**src/rtl/svt_pkg.sv**
```systemverilog
// package for the sorted value table: sizes, operation codes, cell control
`default_nettype none
package svt_pkg;

   localparam int DEPTH       = 16;
   localparam int VALUE_WIDTH = 32;
   localparam int COUNT_W     = 5;
   localparam int POS_W       = 5;
   localparam int OP_W        = 2;
   localparam int REQ_DATA_W  = 40;
   localparam int RSP_DATA_W  = 72;

   typedef enum logic [OP_W-1:0] {
      OP_INSERT = 2'd0,
      OP_REMOVE = 2'd1,
      OP_READ   = 2'd2,
      OP_CLEAR  = 2'd3
   } svt_op_type;

   typedef struct packed {
      logic                          insert_en;
      logic                          remove_en;
      logic                          clear_en;
      logic signed [VALUE_WIDTH-1:0] operand;
   } svt_ctl_type;

endpackage
`default_nettype wire

```
**src/rtl/sorted_value_table.sv**
```systemverilog
// sorted value table: up to DEPTH signed values in ascending order
//
// req channel carries one operation per word: insert, remove, read at a
// 1-based position, or clear. rsp channel returns one word per request with
// ok, the read value, and the count and largest value after the operation.
// every slot of a chain of cells compares itself against the operand at
// once, so the whole table shifts together when a request is taken.
// the response word is valid the cycle after the request is taken.
// one request per cycle while the receiver takes each response word.
// req_tready is high while the response register is empty or being taken,
// so a stalled receiver holds the response and blocks further requests.
// count and largest are read from the table state, which only changes when
// the next request is taken.
// reset empties the table and drops any pending response; stored values are
// not cleared, only their valid flags.
`default_nettype none
module sorted_value_table (
   input  wire                            clock,
   input  wire                            reset,
   input  wire                            req_tvalid,
   output logic                           req_tready,
   // op[1:0], value[33:2], position[38:34], zero pad
   input  wire [svt_pkg::REQ_DATA_W-1:0]  req_tdata,
   output logic                           rsp_tvalid,
   input  wire                            rsp_tready,
   // ok[0], read_value[32:1], count[37:33], largest[69:38], zero pad
   output logic [svt_pkg::RSP_DATA_W-1:0] rsp_tdata
);
   import svt_pkg::*;

   svt_op_type                    op;
   logic signed [VALUE_WIDTH-1:0] operand;
   logic [POS_W-1:0]              position;

   logic                          accept;
   logic                          full;
   logic                          found;
   logic                          ok;
   logic signed [VALUE_WIDTH-1:0] rd_value;
   logic signed [VALUE_WIDTH-1:0] largest;
   svt_ctl_type                   ctl;

   logic [DEPTH-1:0]              cell_valid;
   logic [DEPTH-1:0]              cell_lt;
   logic [DEPTH-1:0]              cell_hit;
   logic signed [VALUE_WIDTH-1:0] cell_value [DEPTH];
   logic [DEPTH-1:0]              rd_sel;
   logic [DEPTH-1:0]              top_sel;

   logic                          rsp_valid_ff, rsp_valid_in;
   logic                          ok_ff, ok_in;
   logic signed [VALUE_WIDTH-1:0] rd_value_ff, rd_value_in;
   logic [COUNT_W-1:0]            count_ff, count_in;

   assign op       = svt_op_type'(req_tdata[OP_W-1:0]);
   assign operand  = req_tdata[OP_W+VALUE_WIDTH-1:OP_W];
   assign position = req_tdata[OP_W+VALUE_WIDTH+POS_W-1:OP_W+VALUE_WIDTH];

   assign req_tready = !rsp_valid_ff || rsp_tready;
   assign accept     = req_tvalid && req_tready;
   assign full       = (count_ff == COUNT_W'(DEPTH));
   assign found      = |cell_hit;

   assign ctl.insert_en = accept && (op == OP_INSERT) && !full;
   assign ctl.remove_en = accept && (op == OP_REMOVE) && found;
   assign ctl.clear_en  = accept && (op == OP_CLEAR);
   assign ctl.operand   = operand;

   // chain ends: slot 0 sees a lower neighbor below everything, the last
   // slot sees an empty neighbor on its right
   for (genvar i = 0; i < DEPTH; i++) begin : g_cell
      svt_cell u_cell (
         .clock       (clock),
         .reset       (reset),
         .ctl         (ctl),
         .left_lt     ((i == 0) ? 1'b1 : cell_lt[(i == 0) ? 0 : i-1]),
         .left_valid  ((i == 0) ? 1'b0 : cell_valid[(i == 0) ? 0 : i-1]),
         .left_value  ((i == 0) ? '0 : cell_value[(i == 0) ? 0 : i-1]),
         .right_valid ((i == DEPTH - 1) ? 1'b0 : cell_valid[(i == DEPTH - 1) ? i : i+1]),
         .right_value ((i == DEPTH - 1) ? '0 : cell_value[(i == DEPTH - 1) ? i : i+1]),
         .valid       (cell_valid[i]),
         .value       (cell_value[i]),
         .lt          (cell_lt[i]),
         .hit         (cell_hit[i])
      );
      assign rd_sel[i]  = cell_valid[i] && (position == POS_W'(i + 1));
      assign top_sel[i] = cell_valid[i] &&
                          ((i == DEPTH - 1) ? 1'b1 : !cell_valid[(i == DEPTH - 1) ? i : i+1]);
   end

   // one-hot pick of the read slot and of the highest occupied slot
   always_comb begin
      rd_value = '0;
      largest  = '0;
      for (int i = 0; i < DEPTH; i++) begin
         rd_value = rd_value | (rd_sel[i]  ? cell_value[i] : '0);
         largest  = largest  | (top_sel[i] ? cell_value[i] : '0);
      end
   end

   always_comb begin
      ok       = 1'b0;
      count_in = count_ff;
      case (op)
         OP_INSERT: begin
            ok = !full;
            if (!full) count_in = count_ff + COUNT_W'(1);
         end
         OP_REMOVE: begin
            ok = found;
            if (found) count_in = count_ff - COUNT_W'(1);
         end
         OP_READ: begin
            ok = |rd_sel;
         end
         OP_CLEAR: begin
            ok       = (count_ff != '0);
            count_in = '0;
         end
         default: begin
            ok = 1'b0;
         end
      endcase
      if (!accept) count_in = count_ff;
   end

   assign rsp_valid_in = accept || (rsp_valid_ff && !rsp_tready);
   assign ok_in        = accept ? ok : ok_ff;
   assign rd_value_in  = accept ? ((op == OP_READ) ? rd_value : '0) : rd_value_ff;

   always_ff @(posedge clock) begin
      if (reset) begin
         rsp_valid_ff <= 1'b0;
         count_ff     <= '0;
      end else begin
         rsp_valid_ff <= rsp_valid_in;
         count_ff     <= count_in;
      end
      ok_ff       <= ok_in;
      rd_value_ff <= rd_value_in;
   end

   assign rsp_tvalid = rsp_valid_ff;
   assign rsp_tdata  = {{(RSP_DATA_W - 1 - 2*VALUE_WIDTH - COUNT_W){1'b0}},
                        largest, count_ff, rd_value_ff, ok_ff};

endmodule
`default_nettype wire

```
**src/rtl/svt_cell.sv**
```systemverilog
// one slot of the sorted chain: holds a value and moves it left or right
`default_nettype none
module svt_cell (
   input  wire                                  clock,
   input  wire                                  reset,
   input  wire svt_pkg::svt_ctl_type            ctl,
   input  wire                                  left_lt,
   input  wire                                  left_valid,
   input  wire signed [svt_pkg::VALUE_WIDTH-1:0] left_value,
   input  wire                                  right_valid,
   input  wire signed [svt_pkg::VALUE_WIDTH-1:0] right_value,
   output logic                                 valid,
   output logic signed [svt_pkg::VALUE_WIDTH-1:0] value,
   output logic                                 lt,
   output logic                                 hit
);
   import svt_pkg::*;

   logic                          valid_ff, valid_in;
   logic signed [VALUE_WIDTH-1:0] value_ff, value_in;

   assign valid = valid_ff;
   assign value = value_ff;
   assign lt    = valid_ff && (value_ff < ctl.operand);
   assign hit   = valid_ff && (value_ff == ctl.operand);

   always_comb begin
      valid_in = valid_ff;
      value_in = value_ff;
      if (ctl.clear_en) begin
         valid_in = 1'b0;
      end else if (ctl.insert_en && !lt) begin
         // first slot not below the operand takes it, the rest move right
         if (left_lt) begin
            valid_in = 1'b1;
            value_in = ctl.operand;
         end else begin
            valid_in = left_valid;
            value_in = left_value;
         end
      end else if (ctl.remove_en && !lt) begin
         valid_in = right_valid;
         value_in = right_value;
      end
   end

   always_ff @(posedge clock) begin
      if (reset) begin
         valid_ff <= 1'b0;
      end else begin
         valid_ff <= valid_in;
      end
      value_ff <= value_in;
   end

endmodule
`default_nettype wire

```
**config.mk**
```make
export PLATFORM = sky130hd
export DESIGN_NAME = sorted_value_table
export DESIGN_NICKNAME = d
export VERILOG_FILES = /design/src/rtl/svt_pkg.sv /design/src/rtl/sorted_value_table.sv /design/src/rtl/svt_cell.sv
export SDC_FILE = /design/constraint.sdc
export NUM_CORES = 2
export LEC_CHECK = 0
export ABC_AREA = 0
export ABC_CLOCK_PERIOD_IN_PS = 15100
export BUFFER_PORTS_ARGS = -buffer_cell sky130_fd_sc_hd__buf_2
export CORE_UTILIZATION = 40
export DETAILED_ROUTE_END_ITERATION = 12
export PLACE_DENSITY = 0.57
export SYNTH_ARGS = -nofsm -noshare
export SYNTH_HDL_FRONTEND = slang
export SYNTH_SLANG_ARGS = --single-unit
```
**constraint.sdc**
```tcl
create_clock -name clock -period 15.1 [get_ports clock]
set_input_delay 1.51 -clock clock [delete_from_list [all_inputs] [get_ports clock]]
set_output_delay 1.51 -clock clock [all_outputs]
set_load 0.02 [all_outputs]
```
==> results.toml <==
[outcome]
result_of_the_run = "finished, final reports clean"

[pwr]
power_frac_seq_pct = 43.5
power.net_switching_mw = 1.318
pwr-share-clk_pct = 42.2
share_comb_of_total_power_pct = 14.3
power_density_nw_per_um2 = 85.57
totalPowerFinal_mw = 4.297
internal-power_mw = 2.979
switching_share_pct = 30.67
vdd.ir_drop.worst_mv = 0.07563
power.leakage_nw = 19.73

[floorplan]
io-pin-count = 118
dieArea_um2 = 114900
fp-row-count = 123
floorplan.die.width_um = 339.0
chipHeight_um = 339.0
design.core.area_um2 = 112500
initial_util_pct = 40.38

[synthesis]
syn_inst = 4555
yosysMostFrequentCell = "sky130_fd_sc_hd__a21oi_1"
yosysUniqueCellTypes = 70
yosys_warnings = 0
number_of_storage_elements_in_the_synthesis_netlist = 567
proportion_of_register_bits_with_asynchronous_set_or_reset_after_synthesis_pct = 0
count_of_flip_flops_with_a_built_in_enable_after_synthesis = 545
synth-main-ff-cell = "sky130_fd_sc_hd__edfxtp_1"
syn_avg_cell_area_um2 = 9.974
netlist.top_cell.by_area = "sky130_fd_sc_hd__edfxtp_1"
syn_area_um2 = 45430
synthTopCellsByArea = "sky130_fd_sc_hd__edfxtp_1, sky130_fd_sc_hd__ha_1, sky130_fd_sc_hd__mux2i_1, sky130_fd_sc_hd__a21oi_1, sky130_fd_sc_hd__a221oi_1"
synth_top_area_share_pct = 36.02
netlist_top_cells_count = "sky130_fd_sc_hd__a21oi_1, sky130_fd_sc_hd__edfxtp_1, sky130_fd_sc_hd__ha_1"
ys_seq_area_share_pct = 36.99

[sta]
setup_viol = 0
drv_slew = 0
finalHoldWorstSlack_ns = 0.5120
grt_setup_unrepaired = "false"
finalWorstPathRequiredPeriod_ns = 7.036
max_clock_freq_ghz = 0.1421
finalHoldViolCount = 0
tns_ns = 0
worstMarginPinSlew_ns = 1.302
final_min_period_over_clock_period_pct = 46.59
clock_skew_ns = 0.05723
max_slew_margin_pct = 13.04

[place]
detailed_place.area_um2 = 47840
gp_congestion = 1.072
port_buffers = 114
detailedPlacementHpwl_um = 165200

[grt]
via_count_of_the_first_global_routing_pass = 40230
antenna_found_initial = 13
met2_usage_pct = 56.68
busiest_metal_layer_after_global_routing = "met2"
grt_util_all_layers_pct = 41.95
overflow = 0
grt_start_max_net_pins = 65
wire_length_of_the_first_global_routing_pass_um = 336300
groute.layer.met1.usage_pct = 56.57
met3_usage_pct = 17.21

[clocking]
clock_buffers_created_by_tritoncts = 76
post_cts.repair.setup_buffers = 0
cts.htree.levels = 3
clock_latency_ns = 0.71
ctsResizeCount = 0
clock-root-buffer = "sky130_fd_sc_hd__clkbuf_16"
cts.clk_slew.worst_paths_ns = 0.06
ctsHoldBuffers = 0
numClockSinks = 567
tritoncts = "done"
cts.path.max_buffers = 3

[worst_setup_path]
end_kind = "register"
worstPathRequired_ns = 15.41
critical_path_class = "input port to register"
worst_setup_sp_type = "input port"
worstPathArrival_ns = 7.34
critPathMaxFanout = 31

[drt]
vias_per_cell = 7.371
vias = 44920
drt_first_iter_violations = 8201
remaining_drc_errors = 0
drt-total-wl_um = 249800
antenna_left = 0
drtPass1Iterations = 8
drt-wirelength-per-cell_um = 41.00

[run]
maxCapViolCount = 0

[final_layout]
area_growth_syn_to_layout_pct = 10.54
drive_gt1_share_pct = 12.48
postLayoutCellArea_um2 = 50220
final_net_count = 5086
final_core_utilization_pct = 44.64

[min_path]
worstHoldPathType = "register to register"
==> state kept, by name, summed over array words and instances (netlist names) <==
signal,flops
count_ff,5
rsp_tvalid,1
rd_value_ff,32
ok_ff,1
g_cell.u_cell.value,512
g_cell.u_cell.valid,16
==> per-layer routing <==
| metal | wire length, um | vias up | part of all wire (%) |
|---|---|---|---|
| met1 | 98200 | 21800 | 39 |
| met3 | 38410 | 1007 | 15 |
| li1 | - | 17990 | - |
| met2 | 96870 | 4102 | 39 |
| met5 | 279 | - | 0.11 |
| met4 | 16090 | 16 | 6.4 |
==> layout make-up <==
class	instances	area, um2
fillers	10750	62280
multi-input cells	3595	27560
flip-flops and latches	567	16810
clock buffers	96	2041
well taps	1500	1877
repair buffers	217	1344
clock inverters	41	312.8
inverters	69	259.0
diodes	9	22.52
==> metrics by stage <==
stage / setup slack [ns] / cells
6_report: 8.064 / 6094
5_1_grt: 8.116 / 6086
4_1_cts: 8.348 / 6085
3_5_place_dp: 7.660 / 5948
3_3_place_gp: 7.552 / 5948
2_1_floorplan: 8.577 / 4556
==> layout by cell type (no fill, tap or decap), types with 10 or more instances in the layout <==
master and n:
sky130_fd_sc_hd__and3_1 32, sky130_fd_sc_hd__a31oi_1 40, sky130_fd_sc_hd__dfxtp_1 21, sky130_fd_sc_hd__nor2b_1 22
sky130_fd_sc_hd__a221oi_1 229, sky130_fd_sc_hd__nor2_4 14, sky130_fd_sc_hd__mux2i_1 388, sky130_fd_sc_hd__a22o_1 225
sky130_fd_sc_hd__clkbuf_16 79, sky130_fd_sc_hd__mux2_4 33, sky130_fd_sc_hd__buf_2 114, sky130_fd_sc_hd__nand4_1 154
sky130_fd_sc_hd__nor2b_4 13, sky130_fd_sc_hd__nand2_1 187, sky130_fd_sc_hd__mux2_2 125, sky130_fd_sc_hd__o21ai_0 141
sky130_fd_sc_hd__a22oi_1 80, sky130_fd_sc_hd__edfxtp_1 545, sky130_fd_sc_hd__a21boi_0 10, sky130_fd_sc_hd__a211oi_1 22
sky130_fd_sc_hd__inv_1 68, sky130_fd_sc_hd__clkinv_2 13, sky130_fd_sc_hd__buf_4 103, sky130_fd_sc_hd__nor4_1 31
sky130_fd_sc_hd__nand2b_1 16, sky130_fd_sc_hd__o211ai_1 14, sky130_fd_sc_hd__clkbuf_1 17, sky130_fd_sc_hd__ha_1 515
sky130_fd_sc_hd__a21o_1 33, sky130_fd_sc_hd__nand3_1 76, sky130_fd_sc_hd__clkinv_1 13, sky130_fd_sc_hd__nor3_1 22
sky130_fd_sc_hd__and3_2 16, sky130_fd_sc_hd__nor2_1 405, sky130_fd_sc_hd__a21oi_1 620
==> critical path, cell delays in order <==
cell	delay (ns)
sky130_fd_sc_hd__buf_2	0.28
sky130_fd_sc_hd__inv_1	0.45
sky130_fd_sc_hd__ha_1	0.48
sky130_fd_sc_hd__nand4_1	0.38
sky130_fd_sc_hd__or3_1	0.65
sky130_fd_sc_hd__or4_1	0.62
sky130_fd_sc_hd__o2111ai_1	0.33
sky130_fd_sc_hd__nor4_1	0.11
sky130_fd_sc_hd__buf_4	0.19
sky130_fd_sc_hd__o31a_2	0.29
sky130_fd_sc_hd__buf_4	0.31
sky130_fd_sc_hd__a21oi_4	1.05
sky130_fd_sc_hd__buf_4	0.57
==> power groups by stage <==
stage	logic (mW)	clock network, mW	registers [mW]
6_report	0.614	1.81	1.87
4_1_cts	0.587	1.80	1.86
3_3_place_gp	0.575	0	1.89
3_5_place_dp	0.585	0	1.89
2_1_floorplan	0.348	0	1.86
5_1_grt	0.647	1.86	1.87
==> cell families after synthesis <==
kind of cell | after synthesis | synth area share [%]
xor gates and xnor gates | 2 | 0.03856
buffers and inverters | 394 | 3.454
other | 1 | 0.008254
and+or+nand+nor | 1050 | 11.01
AOI/OAI and AO/OA | 1473 | 21.36
adders and majority gates | 516 | 14.23
DFF | 567 | 36.99
muxes | 552 | 12.91
==> worst paths after layout <==
kind	cells after the start	slack, ns	endpoint	startpoint
worst max-delay path	13	8.06	g_cell[11].u_cell.value[28]	req_tdata[32]
worst min-delay path	2	0.51	count_ff[3]	count_ff[3]
worst max register to register	11	9.08	g_cell[11].u_cell.value[28]	g_cell[0].u_cell.value[31]
worst min register to register	2	0.51	count_ff[3]	count_ff[3]
No activity file was read; power rests on OpenSTA's default activity.
